--- src/rtl/core/tfds_pkg.sv ---
// tfds_pkg: shared types, phase codes, register indexes and constants
// for the tank fill/drain sequencer; no dependencies
package tfds_pkg;

    // phase codes
    localparam logic [2:0] PH_EMPTY       = 3'd0;
    localparam logic [2:0] PH_FILLING     = 3'd1;
    localparam logic [2:0] PH_FULL        = 3'd2;
    localparam logic [2:0] PH_DISCHARGING = 3'd3;
    localparam logic [2:0] PH_EMERGENCY   = 3'd4;
    localparam logic [2:0] PH_RESTART     = 3'd5;

    // configuration register indexes
    localparam int          CFG_IDX_W            = 2;
    localparam logic [1:0]  CFG_LEAK_MODE        = 2'd0;
    localparam logic [1:0]  CFG_REFILL_MODE      = 2'd1;
    localparam logic [1:0]  CFG_SAFETY_VOL       = 2'd2;
    localparam logic [1:0]  CFG_DS_SAFETY_VOL    = 2'd3;
    localparam int          CFG_DATA_W           = 16;

    localparam logic signed [15:0] SAFETY_VOL_RESET = 16'sd16000;

    // leak duty curve
    localparam logic [31:0]        LEAK_START_TIME = 32'd7200;
    localparam logic signed [15:0] DUTY_HI_LEVEL   = 16'sd1600;
    localparam logic signed [15:0] DUTY_LO_LEVEL   = 16'sd480;
    localparam logic [7:0]         DUTY_OPEN       = 8'd255;
    localparam logic [7:0]         DUTY_CLOSED     = 8'd0;
    // floor(q / 5) = (q * 205) >> 10 for q below 850
    localparam logic [17:0]        DIV5_RECIP      = 18'd205;

    typedef struct packed {
        logic [31:0]        sim_time;
        logic               alarm;
        logic               restart_done;
        logic signed [15:0] tank_volume;
        logic signed [15:0] downstream_volume;
        logic [14:0]        drawn_target_volume;
        logic [15:0]        drawn_interval;
    } in_t;

    typedef struct packed {
        logic [2:0] state_code;
        logic [7:0] fill_duty;
        logic       drain_open;
        logic       emergency_flag;
    } out_t;

    typedef struct packed {
        logic               leak_mode;
        logic               refill_mode;
        logic signed [15:0] safety_volume;
        logic signed [15:0] downstream_safety_volume;
    } cfg_t;

endpackage

--- src/rtl/core/tfds_duty.sv ---
// tfds_duty: leak-mode fill valve duty from the downstream volume
// depends on tfds_pkg
module tfds_duty (
    input  logic               leak_mode,
    input  logic [31:0]        sim_time,
    input  logic signed [15:0] downstream_volume,
    input  logic [7:0]         duty_cur,
    output logic [7:0]         duty_new
);
    import tfds_pkg::*;

    logic [10:0] d11;
    logic [14:0] x17;
    logic [9:0]  q;
    logic [17:0] m;

    // d * 255 / 2400 == d * 17 / 160: times 17, shift by 5, then divide by 5
    always_comb
    begin
        d11 = downstream_volume[10:0];
        x17 = {d11, 4'b0000} + {4'b0000, d11};
        q   = x17[14:5];
        m   = {8'b0, q} * DIV5_RECIP;
    end

    always_comb
    begin
        duty_new = duty_cur;
        if (leak_mode && (sim_time > LEAK_START_TIME))
        begin
            if (downstream_volume > DUTY_HI_LEVEL)
                duty_new = DUTY_OPEN;
            else if ((downstream_volume < DUTY_HI_LEVEL) && (downstream_volume > DUTY_LO_LEVEL))
                duty_new = m[17:10];
            else if (downstream_volume < DUTY_LO_LEVEL)
                duty_new = DUTY_CLOSED;
        end
    end

endmodule

--- src/rtl/core/tfds_seq.sv ---
// tfds_seq: sequencer state registers and the one-pass phase chain
// depends on tfds_pkg and tfds_duty
module tfds_seq (
    input  logic          clk,
    input  logic          rst_n,
    input  logic          fire,
    input  tfds_pkg::cfg_t cfg,
    input  tfds_pkg::in_t  item,
    output tfds_pkg::out_t result
);
    import tfds_pkg::*;

    logic [2:0]  phase_reg, phase_next;
    logic [14:0] target_reg, target_next;
    logic [31:0] move_time_reg, move_time_next;
    logic [7:0]  duty_reg, duty_next;

    logic [7:0]         open_duty;
    logic [7:0]         fill;
    logic               drain;
    logic               emerg;
    logic               redraw;
    logic               ready_ds;
    logic signed [16:0] vol_x;
    logic signed [16:0] tgt_x;
    logic signed [16:0] ds_sum;
    logic signed [16:0] ds_limit;

    tfds_duty u_duty (
        .leak_mode         (cfg.leak_mode),
        .sim_time          (item.sim_time),
        .downstream_volume (item.downstream_volume),
        .duty_cur          (duty_reg),
        .duty_new          (duty_next)
    );

    always_comb
    begin
        vol_x    = {item.tank_volume[15], item.tank_volume};
        tgt_x    = {2'b00, target_reg};
        ds_sum   = {item.downstream_volume[15], item.downstream_volume} + tgt_x;
        ds_limit = {cfg.downstream_safety_volume[15], cfg.downstream_safety_volume};
        ready_ds = ds_limit > ds_sum;
        open_duty = cfg.leak_mode ? duty_next : DUTY_OPEN;
    end

    // phase checks in fixed order, one tick may pass several phases
    always_comb
    begin
        phase_next = phase_reg;
        fill       = DUTY_CLOSED;
        drain      = 1'b0;
        emerg      = 1'b0;
        redraw     = 1'b0;

        if (item.alarm)
            phase_next = PH_EMERGENCY;
        if ((item.tank_volume >= cfg.safety_volume) && (phase_next != PH_RESTART))
            phase_next = PH_EMERGENCY;

        if (phase_next == PH_EMPTY)
        begin
            if ((item.sim_time >= move_time_reg) || cfg.refill_mode)
                phase_next = PH_FILLING;
        end
        if (phase_next == PH_FILLING)
        begin
            fill = open_duty;
            if ((vol_x >= tgt_x) && !cfg.leak_mode)
                phase_next = PH_FULL;
        end
        if (phase_next == PH_FULL)
        begin
            // valves shut while full, even when filling ended this tick
            fill = DUTY_CLOSED;
            if (ready_ds && ((item.sim_time >= move_time_reg) || !cfg.refill_mode))
                phase_next = PH_DISCHARGING;
        end
        if (phase_next == PH_DISCHARGING)
        begin
            fill  = DUTY_CLOSED;
            drain = 1'b1;
            if (item.tank_volume <= 16'sd0)
            begin
                phase_next = PH_EMPTY;
                redraw     = 1'b1;
            end
        end
        if (phase_next == PH_EMERGENCY)
        begin
            emerg = 1'b1;
            if (!item.alarm)
                phase_next = PH_RESTART;
        end
        else if (phase_next == PH_RESTART)
        begin
            fill  = open_duty;
            drain = 1'b1;
            if (item.restart_done)
            begin
                phase_next = PH_EMPTY;
                redraw     = 1'b1;
            end
        end

        target_next    = redraw ? item.drawn_target_volume : target_reg;
        move_time_next = redraw ? (move_time_reg + {16'b0, item.drawn_interval})
                                : move_time_reg;
    end

    always_ff @(posedge clk or negedge rst_n)
    begin
        if (!rst_n)
        begin
            phase_reg     <= PH_EMPTY;
            target_reg    <= '0;
            move_time_reg <= '0;
            duty_reg      <= '0;
        end
        else if (fire)
        begin
            phase_reg     <= phase_next;
            target_reg    <= target_next;
            move_time_reg <= move_time_next;
            duty_reg      <= duty_next;
        end
    end

    always_comb
    begin
        result.state_code     = phase_next;
        result.fill_duty      = fill;
        result.drain_open     = drain;
        result.emergency_flag = emerg;
    end

    // a redraw only happens on the way back to empty
    a_redraw_to_empty: assert property (@(posedge clk) disable iff (!rst_n)
        fire && redraw |-> phase_next == PH_EMPTY)
        else $error("redraw without return to empty");

    // move time only changes on a redraw
    a_move_time_hold: assert property (@(posedge clk) disable iff (!rst_n)
        fire && !redraw |=> $stable(move_time_reg))
        else $error("move time changed without redraw");

endmodule

--- src/rtl/core/tank_fill_drain_sequencer.sv ---
// tank_fill_drain_sequencer: top level, input stage, config registers,
// result register; depends on tfds_pkg, tfds_seq
//
//  channel   direction  handshake               payload
//  in        in         in_valid / in_ready     in_data  (tfds_pkg::in_t)
//  out       out        out_valid / out_ready   out_data (tfds_pkg::out_t)
//  cfg       in         cfg_we                  cfg_index, cfg_data
//
// one tick per cycle sustained while out_ready stays high: a transfer
// lands in the input register, the phase chain and duty update run in one
// combinational pass from there into the result register once that
// register is free or being drained, and out_valid rises once it is loaded
// rst_n is asynchronous; it clears valids, phase, target volume, move time,
// leak duty and restores the config reset values
// a stalled result holds the result register; the input register keeps one
// tick waiting behind it, then in_ready drops
module tank_fill_drain_sequencer (
    input  logic                                 clk,
    input  logic                                 rst_n,
    input  logic                                 in_valid,
    output logic                                 in_ready,
    input  tfds_pkg::in_t                        in_data,
    output logic                                 out_valid,
    input  logic                                 out_ready,
    output tfds_pkg::out_t                       out_data,
    input  logic                                 cfg_we,
    input  logic [tfds_pkg::CFG_IDX_W-1:0]       cfg_index,
    input  logic [tfds_pkg::CFG_DATA_W-1:0]      cfg_data
);
    import tfds_pkg::*;

    cfg_t cfg_reg;

    // input stage
    logic s1_valid_reg;
    in_t  s1_data_reg;
    logic s1_fire;

    // result stage
    logic out_valid_reg;
    out_t out_data_reg;
    out_t step_result;

    // step runs when the result register is free or being drained
    assign s1_fire  = s1_valid_reg && (!out_valid_reg || out_ready);
    assign in_ready = !s1_valid_reg || s1_fire;

    // config writes, to be made only while idle; the block itself does not enforce it
    always_ff @(posedge clk or negedge rst_n)
    begin
        if (!rst_n)
        begin
            cfg_reg.leak_mode                <= 1'b0;
            cfg_reg.refill_mode              <= 1'b0;
            cfg_reg.safety_volume            <= SAFETY_VOL_RESET;
            cfg_reg.downstream_safety_volume <= SAFETY_VOL_RESET;
        end
        else if (cfg_we)
        begin
            unique case (cfg_index)
                CFG_LEAK_MODE:     cfg_reg.leak_mode                <= cfg_data[0];
                CFG_REFILL_MODE:   cfg_reg.refill_mode              <= cfg_data[0];
                CFG_SAFETY_VOL:    cfg_reg.safety_volume            <= cfg_data;
                CFG_DS_SAFETY_VOL: cfg_reg.downstream_safety_volume <= cfg_data;
                default:           cfg_reg                          <= cfg_reg;
            endcase
        end
    end

    // input register valid
    always_ff @(posedge clk or negedge rst_n)
    begin
        if (!rst_n)
            s1_valid_reg <= 1'b0;
        else if (in_ready)
            s1_valid_reg <= in_valid;
    end

    // input register payload
    always_ff @(posedge clk)
    begin
        if (in_valid && in_ready)
            s1_data_reg <= in_data;
    end

    tfds_seq u_seq (
        .clk    (clk),
        .rst_n  (rst_n),
        .fire   (s1_fire),
        .cfg    (cfg_reg),
        .item   (s1_data_reg),
        .result (step_result)
    );

    // result register valid
    always_ff @(posedge clk or negedge rst_n)
    begin
        if (!rst_n)
            out_valid_reg <= 1'b0;
        else if (s1_fire)
            out_valid_reg <= 1'b1;
        else if (out_ready)
            out_valid_reg <= 1'b0;
    end

    // result register payload
    always_ff @(posedge clk)
    begin
        if (s1_fire)
            out_data_reg <= step_result;
    end

    assign out_valid = out_valid_reg;
    assign out_data  = out_data_reg;

    // emergency results keep both valves shut and sit in emergency or restart
    a_emerg_valves: assert property (@(posedge clk) disable iff (!rst_n)
        out_valid && out_data.emergency_flag |->
            (out_data.fill_duty == DUTY_CLOSED) && !out_data.drain_open &&
            ((out_data.state_code == PH_EMERGENCY) || (out_data.state_code == PH_RESTART)))
        else $error("emergency result with a valve open");

    // outside leak mode the fill valve is either shut or fully open
    a_fill_binary: assert property (@(posedge clk) disable iff (!rst_n)
        out_valid && !cfg_reg.leak_mode |->
            (out_data.fill_duty == DUTY_CLOSED) || (out_data.fill_duty == DUTY_OPEN))
        else $error("partial fill duty outside leak mode");

    // a waiting tick in the input stage is not dropped
    a_s1_hold: assert property (@(posedge clk) disable iff (!rst_n)
        s1_valid_reg && !s1_fire |=> s1_valid_reg && $stable(s1_data_reg))
        else $error("input stage lost a waiting tick");

    // the step only fires into a free result register
    a_no_overwrite: assert property (@(posedge clk) disable iff (!rst_n)
        out_valid_reg && !out_ready |-> !s1_fire)
        else $error("result overwritten while stalled");

endmodule

--- config.mk ---
export PLATFORM = sky130hd
export DESIGN_NAME = tank_fill_drain_sequencer
export DESIGN_NICKNAME = d
export VERILOG_FILES = /design/src/rtl/core/tfds_pkg.sv /design/src/rtl/core/tfds_duty.sv /design/src/rtl/core/tfds_seq.sv /design/src/rtl/core/tank_fill_drain_sequencer.sv
export SDC_FILE = /design/constraint.sdc
export NUM_CORES = 1
export LEC_CHECK = 0
export BUFFER_PORTS_ARGS = -buffer_cell sky130_fd_sc_hd__buf_2
export CORE_AREA = 3 3 177 214
export DETAILED_ROUTE_END_ITERATION = 8
export DIE_AREA = 0 0 180 217
export REMOVE_ABC_BUFFERS = 1
export SYNTH_ARGS = -nofsm -noshare
export SYNTH_HDL_FRONTEND = slang
export SYNTH_SLANG_ARGS = --single-unit
export TNS_END_PERCENT = 20
--- constraint.sdc ---
create_clock -name clk -period 7.3 [get_ports clk]
set_input_delay 1.095 -clock clk [delete_from_list [all_inputs] [get_ports clk]]
set_output_delay 1.095 -clock clk [all_outputs]
set_load 0.02 [all_outputs]
==> flow_results.xml, run 1 <==
<?xml version="1.0" encoding="UTF-8"?>
<metrics>
  <group name="synthesis">
    <metric name="synth_area_per_cell" unit="um2">10.9</metric>
    <metric name="yosys-top-cells-count" unit="">ha_1, inv_1, edfxtp_1</metric>
    <metric name="synth_top_cells_by_area" unit="">edfxtp_1, dfrtp_1, ha_1</metric>
    <metric name="number_of_enable_flip_flop_cells_after_synthesis" unit="">110</metric>
    <metric name="synthMostInstantiatedCell" unit="">ha_1</metric>
    <metric name="yosys_most_used_dff" unit="">edfxtp_1</metric>
    <metric name="synthArstFlopShare" unit="%">46.1</metric>
    <metric name="yosysSeqAreaShare" unit="%">45.2</metric>
    <metric name="share_of_the_synthesized_area_in_the_top_cell_type" unit="%">26.3</metric>
    <metric name="yosysTopAreaCell" unit="">edfxtp_1</metric>
    <metric name="yosys_register_bits" unit="">204</metric>
    <metric name="post_synth_inst_count" unit="">1147</metric>
    <metric name="syn-cell-area" unit="um2">12500</metric>
    <metric name="yosys_warn_count" unit="">0</metric>
    <metric name="synthDistinctLibCells" unit="">74</metric>
  </group>
  <group name="clock_tree">
    <metric name="cts_root_buffer" unit="">clkbuf_16</metric>
    <metric name="max_root_sink_buffers" unit="">3</metric>
    <metric name="cts_made_buffers" unit="">24</metric>
    <metric name="insertion_delay" unit="ps">530</metric>
    <metric name="cts-resized-gates" unit="">0</metric>
    <metric name="cts_htree_levels" unit="">1</metric>
    <metric name="cts_tree" unit="">yes</metric>
    <metric name="tritoncts_num_sinks" unit="">204</metric>
    <metric name="cts.clk_slew.worst_paths" unit="ps">70</metric>
    <metric name="cts.hold.buffers_added" unit="">0</metric>
    <metric name="postCtsSetupBuffers" unit="">0</metric>
  </group>
  <group name="critical_path">
    <metric name="crit_family" unit="">compound AO/OA/AOI/OAI gates</metric>
    <metric name="r2r_setup_slack" unit="ps">530</metric>
    <metric name="cp-end-kind" unit="">flip-flop</metric>
    <metric name="worstSetupStartpointType" unit="">flip-flop</metric>
    <metric name="critical_path_buf_inv_count" unit="">3</metric>
    <metric name="crit_top_cell" unit="">a21oi_1</metric>
    <metric name="cp_slowest_cell" unit="">fa_1</metric>
    <metric name="path_class" unit="">reg -&gt; reg</metric>
    <metric name="crit_fanout" unit="">5</metric>
    <metric name="worst-endpoint-required" unit="ps">7530</metric>
    <metric name="arrival" unit="ps">7000</metric>
    <metric name="critical_path.max_stage_delay" unit="ps">530</metric>
    <metric name="regToRegStartpoint" unit="">s1_data_reg[35]</metric>
    <metric name="crit_start" unit="">s1_data_reg[35]</metric>
  </group>
  <group name="placed_design">
    <metric name="hpwl" unit="um">23800</metric>
    <metric name="portBuffers" unit="">134</metric>
    <metric name="detailed_place.area" unit="um2">13800</metric>
    <metric name="gp_congestion" unit="">0.895</metric>
  </group>
  <group name="power_and_ir_drop">
    <metric name="power.share.switching" unit="%">39.6</metric>
    <metric name="comb_power_share" unit="%">50.3</metric>
    <metric name="share_clk_of_total_power" unit="%">21.5</metric>
    <metric name="cellLeakagePower" unit="nW">6.49</metric>
    <metric name="power.internal" unit="mW">3.43</metric>
    <metric name="power_density" unit="nW/um2">388</metric>
    <metric name="net_switching" unit="mW">2.25</metric>
    <metric name="power_frac_seq" unit="%">28.3</metric>
    <metric name="max-vdd-ir-drop" unit="V">0.000292</metric>
    <metric name="power.total" unit="mW">5.68</metric>
  </group>
  <group name="detailed_routing">
    <metric name="route.detailed.wl_per_inst" unit="um">17.0</metric>
    <metric name="drt_drc" unit="">0</metric>
    <metric name="routed-via-count" unit="">8943</metric>
    <metric name="finalWirelength" unit="um">30400</metric>
    <metric name="routed_via_density" unit="">5.01</metric>
    <metric name="violation_count_after_the_first_detailed_routing_iteration" unit="">312</metric>
    <metric name="drtAntennaViolNets" unit="">0</metric>
    <metric name="firstDrtPassIters" unit="">5</metric>
  </group>
  <group name="sta">
    <metric name="timing.max_slew.rel_slack" unit="%">39.4</metric>
    <metric name="hold_violations" unit="">0</metric>
    <metric name="final.min_clock_period" unit="ps">6770</metric>
    <metric name="timing_max_transition_violations_final" unit="">0</metric>
    <metric name="final_min_period_over_clock_period" unit="%">92.8</metric>
    <metric name="finalSetupTns" unit="ps">0</metric>
    <metric name="finalSetupViolCount" unit="">0</metric>
    <metric name="max_freq" unit="GHz">0.148</metric>
    <metric name="max_slew.worst_pin.slew" unit="ps">905</metric>
    <metric name="rsz0062_at_grt" unit="">no</metric>
    <metric name="worst_clock_skew" unit="ps">12.6</metric>
  </group>
  <group name="finish">
    <metric name="antenna_cells" unit="">0</metric>
    <metric name="fin_nets" unit="">1594</metric>
    <metric name="synthToLayoutAreaGrowth" unit="%">16.7</metric>
    <metric name="post_route_design_area" unit="um2">14600</metric>
    <metric name="post_route_cells_drive_above_1_share" unit="%">19.0</metric>
    <metric name="largest_reg_flops" unit="">97</metric>
  </group>
  <group name="floorplanning">
    <metric name="fp.dieArea" unit="um2">39100</metric>
    <metric name="die_h" unit="um">217</metric>
    <metric name="initial_core_util" unit="%">35.0</metric>
    <metric name="io_pins" unit="">135</metric>
    <metric name="fp.dieW" unit="um">180</metric>
    <metric name="row_count" unit="">76</metric>
    <metric name="fp.coreArea" unit="um2">35800</metric>
  </group>
  <group name="grt">
    <metric name="grt_util_all_layers" unit="%">15.5</metric>
    <metric name="grt_start_max_net_pins" unit="">60</metric>
    <metric name="grt_antenna_before_repair" unit="">0</metric>
    <metric name="grt_first_pass_wirelength" unit="um">48500</metric>
    <metric name="grt_pass1_vias" unit="">9234</metric>
    <metric name="gr-total-overflow" unit="">0</metric>
  </group>
  <group name="hold_path">
    <metric name="hold_wc_startpoint" unit="">s1_data_reg[27]</metric>
    <metric name="hold_path.class" unit="">reg -&gt; reg</metric>
  </group>
  <group name="job">
    <metric name="max_cap_viol_count" unit="">0</metric>
  </group>
  <group name="run_status">
    <metric name="status" unit="">completed</metric>
  </group>
</metrics>
[final cells by class]
| type | count | area (um2) |
|---|---|---|
| Fill cell | 3450 | 21200 |
| Multi-Input combinational cell | 794 | 6350 |
| Sequential cell | 204 | 5670 |
| Timing Repair Buffer | 142 | 733 |
| Clock buffer | 29 | 651 |
| Tap cell | 468 | 586 |
| Inverter | 133 | 499 |
| Clock inverter | 15 | 146 |
[metrics by stage]
step	hold slack [ps]	cells	worst slack, ps	utilization (%)
finish	450	1785	525	40.8
global route	477	1785	31.1	40.8
CTS	452	1785	159	40.7
detailed placement	439	1741	198	38.5
global placement	436	1741	285	38.5
floorplan	426	1131	118	-
[worst paths after layout]
check,endpoint,cells after the start
hold reg to reg,u_seq.target_reg[11],2
setup reg to reg,out_data[7],27
min in group asynchronous,u_seq.move_time_reg[1],1
hold / removal,u_seq.target_reg[11],2
max in group asynchronous,u_seq.target_reg[10],2
setup / recovery,out_data[7],27
[routing by layer]
metal | part of all wire (%) | track usage, %
met3 | 3.9 | 2.32
met5 | 0 | 0
met4 | 3.0 | 5.18
met1 | 44 | 19.3
met2 | 49 | 27.4
[worst min-delay path: cells and delay by family (launching register included)]
kind             cells  cell delay, ps
flip-flops           1             320
AND/OR/NAND/NOR      1              40
AO/OA/AOI/OAI        1              60
[kinds of logic after synthesis]
family	share of synthesized area, %
DFF	45.2
muxes	3.65
adders and majority gates	18.5
and+or+nand+nor	10.3
AOI/OAI and AO/OA	12.5
buffers and inverters	4.54
xor gates and xnor gates	5.38
[placed cells by master, fill, tap and decap left out, drive strengths merged, types with 5 or more instances in the layout]
| cell | instances |
|---|---|
| nand3 | 21 |
| nor3b | 5 |
| dfstp | 12 |
| clkbuf | 29 |
| or4 | 5 |
| nor2b | 9 |
| clkinv | 12 |
| nor4 | 12 |
| ha | 158 |
| a21oi | 80 |
| xor2 | 24 |
| a21o | 27 |
| o21a | 6 |
| a21boi | 5 |
| edfxtp | 110 |
| nand2 | 82 |
| buf | 142 |
| xnor2 | 53 |
| a31oi | 7 |
| inv | 132 |
| o211ai | 9 |
| nor3 | 13 |
| nor2 | 43 |
| dfrtp | 82 |
| o21ai | 66 |
| o21bai | 7 |
| fa | 17 |
| and2 | 7 |
| mux2 | 38 |
| nand2b | 9 |
| or2 | 5 |
| nand4 | 18 |
| o22ai | 5 |
| a211oi | 7 |
[power by group through the flow]
stage	Clock, mW	Combinational [mW]	Sequential (mW)
detailed placement	0	2.83	1.63
global placement	0	2.76	1.62
floorplan	0	2.12	1.58
CTS	1.26	2.85	1.61
finish	1.22	2.86	1.61
global route	1.31	3.28	1.63
No activity file was read; power rests on OpenSTA's default activity.
==> inputs of run 2 (changes only) <==
- CORE_AREA: 3 3 177 214 -> 3 3 151 182
- CTS_CLUSTER_DIAMETER: default -> 200
- DIE_AREA: 0 0 180 217 -> 0 0 154 185
- PLACE_DENSITY: default -> 0.67
==> run 2 against run 1 <==
  * Global-route usage is 4.7 points higher
  * Flip-flop and latch count stayed put
  * Hold slack worse by 2.1 ps
  * Die area is 27% lower
  * Routed wire length is 4.9% lower
  * Sequential share of layout area is 0.50 points higher
  * Cell count is 7.8% lower
==> flow_results.xml, run 2 (synthesis results as in run 1) <==
<?xml version="1.0" encoding="UTF-8"?>
<metrics>
  <group name="clock_tree">
    <metric name="cts.clk_slew.worst_paths" unit="ps">70</metric>
    <metric name="tritoncts_num_sinks" unit="">204</metric>
    <metric name="cts.hold.buffers_added" unit="">0</metric>
    <metric name="max_root_sink_buffers" unit="">3</metric>
    <metric name="cts_tree" unit="">yes</metric>
    <metric name="insertion_delay" unit="ps">530</metric>
    <metric name="cts_root_buffer" unit="">clkbuf_16</metric>
    <metric name="cts_htree_levels" unit="">1</metric>
    <metric name="cts_made_buffers" unit="">23</metric>
  </group>
  <group name="finish">
    <metric name="post-route-util" unit="%">56.2</metric>
    <metric name="layout_common_cells" unit="">ha_1, buf_2, inv_1</metric>
    <metric name="post_route_cells_drive_above_1_share" unit="%">18.6</metric>
    <metric name="final_common_cell" unit="">ha_1</metric>
    <metric name="largest_reg_flops" unit="">97</metric>
    <metric name="fin_nets" unit="">1593</metric>
    <metric name="antenna_cells" unit="">0</metric>
    <metric name="synthToLayoutAreaGrowth" unit="%">15.2</metric>
  </group>
  <group name="grt">
    <metric name="grt_pass1_vias" unit="">9304</metric>
    <metric name="grt_antenna_before_repair" unit="">0</metric>
    <metric name="grt_start_max_net_pins" unit="">72</metric>
    <metric name="gr-total-overflow" unit="">0</metric>
    <metric name="grt_first_pass_wirelength" unit="um">46400</metric>
    <metric name="grt_util_all_layers" unit="%">20.2</metric>
  </group>
  <group name="power_and_ir_drop">
    <metric name="comb_power_share" unit="%">49.7</metric>
    <metric name="power_density" unit="nW/um2">392</metric>
    <metric name="power.internal" unit="mW">3.43</metric>
    <metric name="share_clk_of_total_power" unit="%">21.9</metric>
    <metric name="power.share.switching" unit="%">39.3</metric>
    <metric name="cellLeakagePower" unit="nW">6.47</metric>
    <metric name="power_frac_seq" unit="%">28.4</metric>
    <metric name="max-vdd-ir-drop" unit="V">0.000276</metric>
    <metric name="net_switching" unit="mW">2.23</metric>
  </group>
  <group name="floorplanning">
    <metric name="row_count" unit="">64</metric>
    <metric name="die_h" unit="um">185</metric>
    <metric name="initial_core_util" unit="%">48.8</metric>
    <metric name="fp.dieArea" unit="um2">28500</metric>
    <metric name="fp.dieW" unit="um">154</metric>
    <metric name="fp.coreArea" unit="um2">25700</metric>
    <metric name="io_pins" unit="">135</metric>
  </group>
  <group name="sta">
    <metric name="max_freq" unit="GHz">0.147</metric>
    <metric name="worst_clock_skew" unit="ps">30.7</metric>
    <metric name="max_slew.worst_pin.slew" unit="ps">931</metric>
    <metric name="finalSetupViolCount" unit="">0</metric>
    <metric name="final.min_clock_period" unit="ps">6790</metric>
    <metric name="timing.max_slew.rel_slack" unit="%">38.0</metric>
    <metric name="finalSetupTns" unit="ps">0</metric>
    <metric name="hold_violations" unit="">0</metric>
    <metric name="timing_max_transition_violations_final" unit="">0</metric>
    <metric name="rsz0062_at_grt" unit="">no</metric>
    <metric name="final_min_period_over_clock_period" unit="%">93.1</metric>
  </group>
  <group name="critical_path">
    <metric name="cp_slowest_cell" unit="">fa_1</metric>
    <metric name="r2r_cells" unit="">26</metric>
    <metric name="crit_family" unit="">compound AO/OA/AOI/OAI gates</metric>
    <metric name="path_class" unit="">reg -&gt; reg</metric>
    <metric name="worst-endpoint-required" unit="ps">7520</metric>
    <metric name="reg2reg_to" unit="">out_data[8]</metric>
    <metric name="arrival" unit="ps">7010</metric>
    <metric name="cp-end-kind" unit="">flip-flop</metric>
    <metric name="crit_top_cell" unit="">a21oi_1</metric>
    <metric name="critical_path_buf_inv_count" unit="">2</metric>
    <metric name="crit_fanout" unit="">5</metric>
    <metric name="regToRegStartpoint" unit="">s1_data_reg[31]</metric>
    <metric name="worstSetupStartpointType" unit="">flip-flop</metric>
    <metric name="r2r_setup_slack" unit="ps">510</metric>
    <metric name="critical_path.max_stage_delay" unit="ps">550</metric>
  </group>
  <group name="hold_path">
    <metric name="hold_wc_startpoint" unit="">s1_data_reg[29]</metric>
    <metric name="hold_path.class" unit="">reg -&gt; reg</metric>
    <metric name="min_delay_endpoint" unit="">u_seq.target_reg[13]</metric>
    <metric name="worst_hold_path.num_cells" unit="">2</metric>
  </group>
  <group name="detailed_routing">
    <metric name="route.detailed.wl_per_inst" unit="um">17.5</metric>
    <metric name="routed_via_density" unit="">5.46</metric>
    <metric name="routed-via-count" unit="">8983</metric>
    <metric name="drt_drc" unit="">0</metric>
    <metric name="drtAntennaViolNets" unit="">0</metric>
    <metric name="finalWirelength" unit="um">28900</metric>
    <metric name="violation_count_after_the_first_detailed_routing_iteration" unit="">378</metric>
    <metric name="firstDrtPassIters" unit="">5</metric>
  </group>
  <group name="placed_design">
    <metric name="hpwl" unit="um">22300</metric>
    <metric name="gp_congestion" unit="">0.879</metric>
    <metric name="portBuffers" unit="">134</metric>
  </group>
  <group name="run_status">
    <metric name="status" unit="">completed</metric>
  </group>
  <group name="job">
    <metric name="max_cap_viol_count" unit="">0</metric>
  </group>
</metrics>
## run 2: cell types whose count changed in the layout (fill, tap and decap cells not counted), sizes merged
cell,delta
inv,+1
clkinvlp,+2
clkbuf,-1
clkinv,-6
bufinv,+2
## run 2: area by class of cell
| cell class | instances | area, um2 |
|---|---|---|
| clock inverters | 14 | 211 |
| flip-flops and latches | 204 | 5670 |
| multi-input cells | 794 | 6330 |
| fillers | 2204 | 11300 |
| well taps | 330 | 413 |
| repair buffers | 142 | 733 |
| inverters | 133 | 499 |
| clock buffers | 28 | 594 |
## run 2: metrics by stage
step	instance area [um2]	power, mW	cells	hold slack (ps)	setup slack [ps]
2_1_floorplan	12500	3.70	1131	426	118
6_report	14400	5.66	1645	448	507
3_5_place_dp	13600	4.41	1603	438	250
5_1_grt	14400	6.20	1645	470	57.7
3_3_place_gp	13600	4.31	1603	432	417
4_1_cts	14400	5.69	1645	451	202
## run 2: worst max path at each step
stage                     from                      end  slack [ps]  cells after the start
3_5_place_dp   s1_data_reg[31]              out_data[8]         250                     26
3_3_place_gp   s1_data_reg[35]              out_data[8]         420                     26
2_1_floorplan  s1_data_reg[31]  u_seq.move_time_reg[20]         120                     22
5_1_grt        s1_data_reg[31]              out_data[7]          60                     25
4_1_cts        s1_data_reg[31]              out_data[8]         200                     26
6_report       s1_data_reg[31]              out_data[8]         510                     26
## run 2: what timing repair did
action | CTS | global route
hold endpoints to repair | 0 | 0
resized for setup | 0 | 4
buffers inserted | 0 | 0
endpoints found under the setup margin | 0 | 8
## run 2: power by group through the flow
| stage | sequential [mW] | clock (mW) | combinational (mW) |
|---|---|---|---|
| floorplan | 1.58 | 0 | 2.12 |
| global placement | 1.62 | 0 | 2.69 |
| detailed placement | 1.62 | 0 | 2.78 |
| CTS | 1.60 | 1.27 | 2.81 |
| global route | 1.63 | 1.32 | 3.25 |
| finish | 1.61 | 1.24 | 2.81 |
## run 2: worst reg2reg max path, cell delays in order (launching register included)
cell       delay, ps
edfxtp_1         470
and2_1           190
fa_1             410
a21o_1           180
a21oi_1          300
o21bai_1         100
a21oi_1          220
nor2b_1           80
o21ai_1          270
xnor2_1          140
ha_1             360
xor2_1           210
fa_1             550
inv_1             60
fa_1             530
inv_1             40
ha_1             320
a21oi_1          230
nor3b_1          210
o31ai_1          140
a2111oi_2        400
nor3_1           130
a2111oi_2        430
xnor2_1          150
a21oi_1          210
a21o_1           110
a21oi_1           60
## run 2: per-layer routing
metal  global-route usage, %  vias up  part of all wire, %
met2                    36.2      195                   50
li1                        -     4446                    -
met3                    2.71       53                  4.6
met4                    5.62        0                  2.5
met5                       0        -                    0
met1                    25.6     4289                   43
==> inputs of run 3 (changes only) <==
- ABC_CLOCK_PERIOD_IN_PS: default -> 7300
- CORE_AREA: 3 3 151 182 -> 3 3 164 198
- DIE_AREA: 0 0 154 185 -> 0 0 167 201
- PLACE_DENSITY: 0.67 -> default
==> run 3 against run 2 <==
  * Hold slack worse by 3.1 ps
  * Design area grew 0.57%
  * Flip-flop and latch count stayed put
  * Clock skew decreased by 15 ps
  * Cell count is 4.0% higher
  * Routed wire length rose by 2.0%
  * First-iteration DRC count grew 2.9%
  * Combinational power barely moved
  * Largest power group unchanged
==> flow_results.xml, run 3 (synthesis results as in run 1) <==
<?xml version="1.0" encoding="UTF-8"?>
<metrics>
  <group name="sta">
    <metric name="max_freq" unit="GHz">0.149</metric>
    <metric name="rsz0062_at_grt" unit="">no</metric>
    <metric name="final.min_clock_period" unit="ps">6700</metric>
    <metric name="finalSetupViolCount" unit="">0</metric>
    <metric name="hold_violations" unit="">0</metric>
    <metric name="timing.max_slew.rel_slack" unit="%">40.1</metric>
    <metric name="finalSetupTns" unit="ps">0</metric>
    <metric name="worst_clock_skew" unit="ps">15.8</metric>
    <metric name="final_min_period_over_clock_period" unit="%">91.8</metric>
    <metric name="timing_max_transition_violations_final" unit="">0</metric>
    <metric name="max_slew.worst_pin.slew" unit="ps">895</metric>
  </group>
  <group name="clock_tree">
    <metric name="cts_made_buffers" unit="">23</metric>
    <metric name="insertion_delay" unit="ps">520</metric>
    <metric name="cts.clk_slew.worst_paths" unit="ps">60</metric>
    <metric name="postCtsSetupBuffers" unit="">0</metric>
    <metric name="cts_tree" unit="">yes</metric>
    <metric name="tritoncts_num_sinks" unit="">204</metric>
    <metric name="max_root_sink_buffers" unit="">3</metric>
    <metric name="cts_root_buffer" unit="">clkbuf_16</metric>
    <metric name="cts_htree_levels" unit="">1</metric>
  </group>
  <group name="critical_path">
    <metric name="critical_path.endpoint" unit="">out_data[7]</metric>
    <metric name="arrival" unit="ps">6920</metric>
    <metric name="cp_num_cells" unit="">26</metric>
    <metric name="critical_path.max_stage_delay" unit="ps">540</metric>
    <metric name="regToRegStartpoint" unit="">s1_data_reg[35]</metric>
    <metric name="cp_slowest_cell" unit="">fa_1</metric>
    <metric name="r2r_setup_slack" unit="ps">600</metric>
    <metric name="crit_family" unit="">compound AO/OA/AOI/OAI gates</metric>
    <metric name="r2r_cells" unit="">26</metric>
    <metric name="worst-endpoint-required" unit="ps">7510</metric>
    <metric name="crit_start" unit="">s1_data_reg[35]</metric>
    <metric name="cp-end-kind" unit="">flip-flop</metric>
    <metric name="reg2reg_to" unit="">out_data[7]</metric>
    <metric name="crit_top_cell" unit="">a21oi_1</metric>
    <metric name="worstSetupStartpointType" unit="">flip-flop</metric>
    <metric name="path_class" unit="">reg -&gt; reg</metric>
    <metric name="critical_path_buf_inv_count" unit="">2</metric>
    <metric name="crit_fanout" unit="">5</metric>
  </group>
  <group name="hold_path">
    <metric name="hold_path.class" unit="">reg -&gt; reg</metric>
  </group>
  <group name="finish">
    <metric name="synthToLayoutAreaGrowth" unit="%">15.9</metric>
    <metric name="antenna_cells" unit="">0</metric>
    <metric name="post_route_cells_drive_above_1_share" unit="%">18.6</metric>
    <metric name="fin_nets" unit="">1592</metric>
    <metric name="post_route_design_area" unit="um2">14500</metric>
    <metric name="layout_common_cells" unit="">ha_1, buf_2, inv_1</metric>
    <metric name="final_common_cell" unit="">ha_1</metric>
    <metric name="largest_reg_flops" unit="">97</metric>
  </group>
  <group name="floorplanning">
    <metric name="io_pins" unit="">135</metric>
    <metric name="die_h" unit="um">201</metric>
    <metric name="row_count" unit="">70</metric>
    <metric name="initial_core_util" unit="%">41.0</metric>
    <metric name="fp.dieArea" unit="um2">33600</metric>
    <metric name="fp.coreArea" unit="um2">30600</metric>
    <metric name="fp.dieW" unit="um">167</metric>
  </group>
  <group name="power_and_ir_drop">
    <metric name="net_switching" unit="mW">2.21</metric>
    <metric name="power.share.switching" unit="%">39.2</metric>
    <metric name="comb_power_share" unit="%">49.7</metric>
    <metric name="cellLeakagePower" unit="nW">6.47</metric>
    <metric name="power_density" unit="nW/um2">388</metric>
    <metric name="share_clk_of_total_power" unit="%">21.7</metric>
    <metric name="max-vdd-ir-drop" unit="V">0.000294</metric>
    <metric name="power_frac_seq" unit="%">28.6</metric>
    <metric name="power.internal" unit="mW">3.43</metric>
    <metric name="power.total" unit="mW">5.64</metric>
  </group>
  <group name="grt">
    <metric name="grt_util_all_layers" unit="%">17.4</metric>
    <metric name="grt_first_pass_wirelength" unit="um">47500</metric>
    <metric name="grt_start_max_net_pins" unit="">75</metric>
    <metric name="gr-total-overflow" unit="">0</metric>
    <metric name="grt_pass1_vias" unit="">9308</metric>
    <metric name="grt_antenna_before_repair" unit="">0</metric>
  </group>
  <group name="placed_design">
    <metric name="portBuffers" unit="">134</metric>
    <metric name="gp_congestion" unit="">0.884</metric>
    <metric name="hpwl" unit="um">23100</metric>
    <metric name="detailed_place.area" unit="um2">13700</metric>
  </group>
  <group name="detailed_routing">
    <metric name="violation_count_after_the_first_detailed_routing_iteration" unit="">389</metric>
    <metric name="drt_drc" unit="">0</metric>
    <metric name="routed_via_density" unit="">5.23</metric>
    <metric name="firstDrtPassIters" unit="">4</metric>
    <metric name="route.detailed.wl_per_inst" unit="um">17.2</metric>
    <metric name="finalWirelength" unit="um">29400</metric>
    <metric name="routed-via-count" unit="">8938</metric>
    <metric name="drtAntennaViolNets" unit="">0</metric>
  </group>
  <group name="job">
    <metric name="max_cap_viol_count" unit="">0</metric>
  </group>
  <group name="run_status">
    <metric name="status" unit="">completed</metric>
  </group>
</metrics>
## run 3: worst min path at each step
stage | from | endpoint | slack, ps | cells past startpoint
3_5_place_dp | s1_data_reg[20] | u_seq.target_reg[4] | 440 | 2
3_3_place_gp | s1_data_reg[20] | u_seq.target_reg[4] | 440 | 2
4_1_cts | s1_data_reg[20] | u_seq.target_reg[4] | 450 | 2
5_1_grt | u_seq.move_time_reg[26] | u_seq.move_time_reg[26] | 490 | 1
2_1_floorplan | s1_data_reg[26] | u_seq.target_reg[10] | 430 | 2
6_report | s1_data_reg[20] | u_seq.target_reg[4] | 450 | 2
## run 3: layout make-up
cell class                      count  area (um2)
Clock buffer                       32         639
Fill cell                        2795       16000
Inverter                          133         499
Clock inverter                     10         161
Sequential cell                   204        5670
Timing Repair Buffer              141         738
Tap cell                          396         495
Multi-Input combinational cell    794        6330
## run 3: layer usage
| metal | track usage (%) | wire length (um) | vias to the layer above |
|---|---|---|---|
| li1 | - | - | 4438 |
| met1 | 22.5 | 13000 | 4270 |
| met2 | 30.3 | 14300 | 180 |
| met3 | 2.60 | 1380 | 50 |
| met4 | 5.16 | 786 | 0 |
| met5 | 0 | 0 | - |
## run 3: repair_timing
action                     4_1_cts  5_1_grt
resized for setup                0        4
hold buffers                     0        0
setup endpoints to repair        0        8
## run 3: power groups by stage
stage	Combinational (mW)	Clock [mW]	Sequential, mW
CTS	2.81	1.26	1.61
global placement	2.72	0	1.63
floorplan	2.12	0	1.58
global route	3.24	1.30	1.64
detailed placement	2.78	0	1.63
finish	2.80	1.22	1.61
## run 3: worst min-delay path, delay by kind of cell (launching register included)
kind,cells,cell delay (ps)
AOI/OAI and AO/OA,1,60
DFF,1,320
and+or+nand+nor,1,40
## run 3: metrics by stage
step / cells / hold slack [ps] / util, % / worst slack, ps
floorplan: 1131 / 426 / - / 118
global placement: 1668 / 436 / 44.9 / 387
detailed placement: 1668 / 438 / 44.9 / 254
CTS: 1710 / 448 / 47.5 / 234
global route: 1710 / 486 / 47.5 / 116
finish: 1710 / 445 / 47.5 / 596
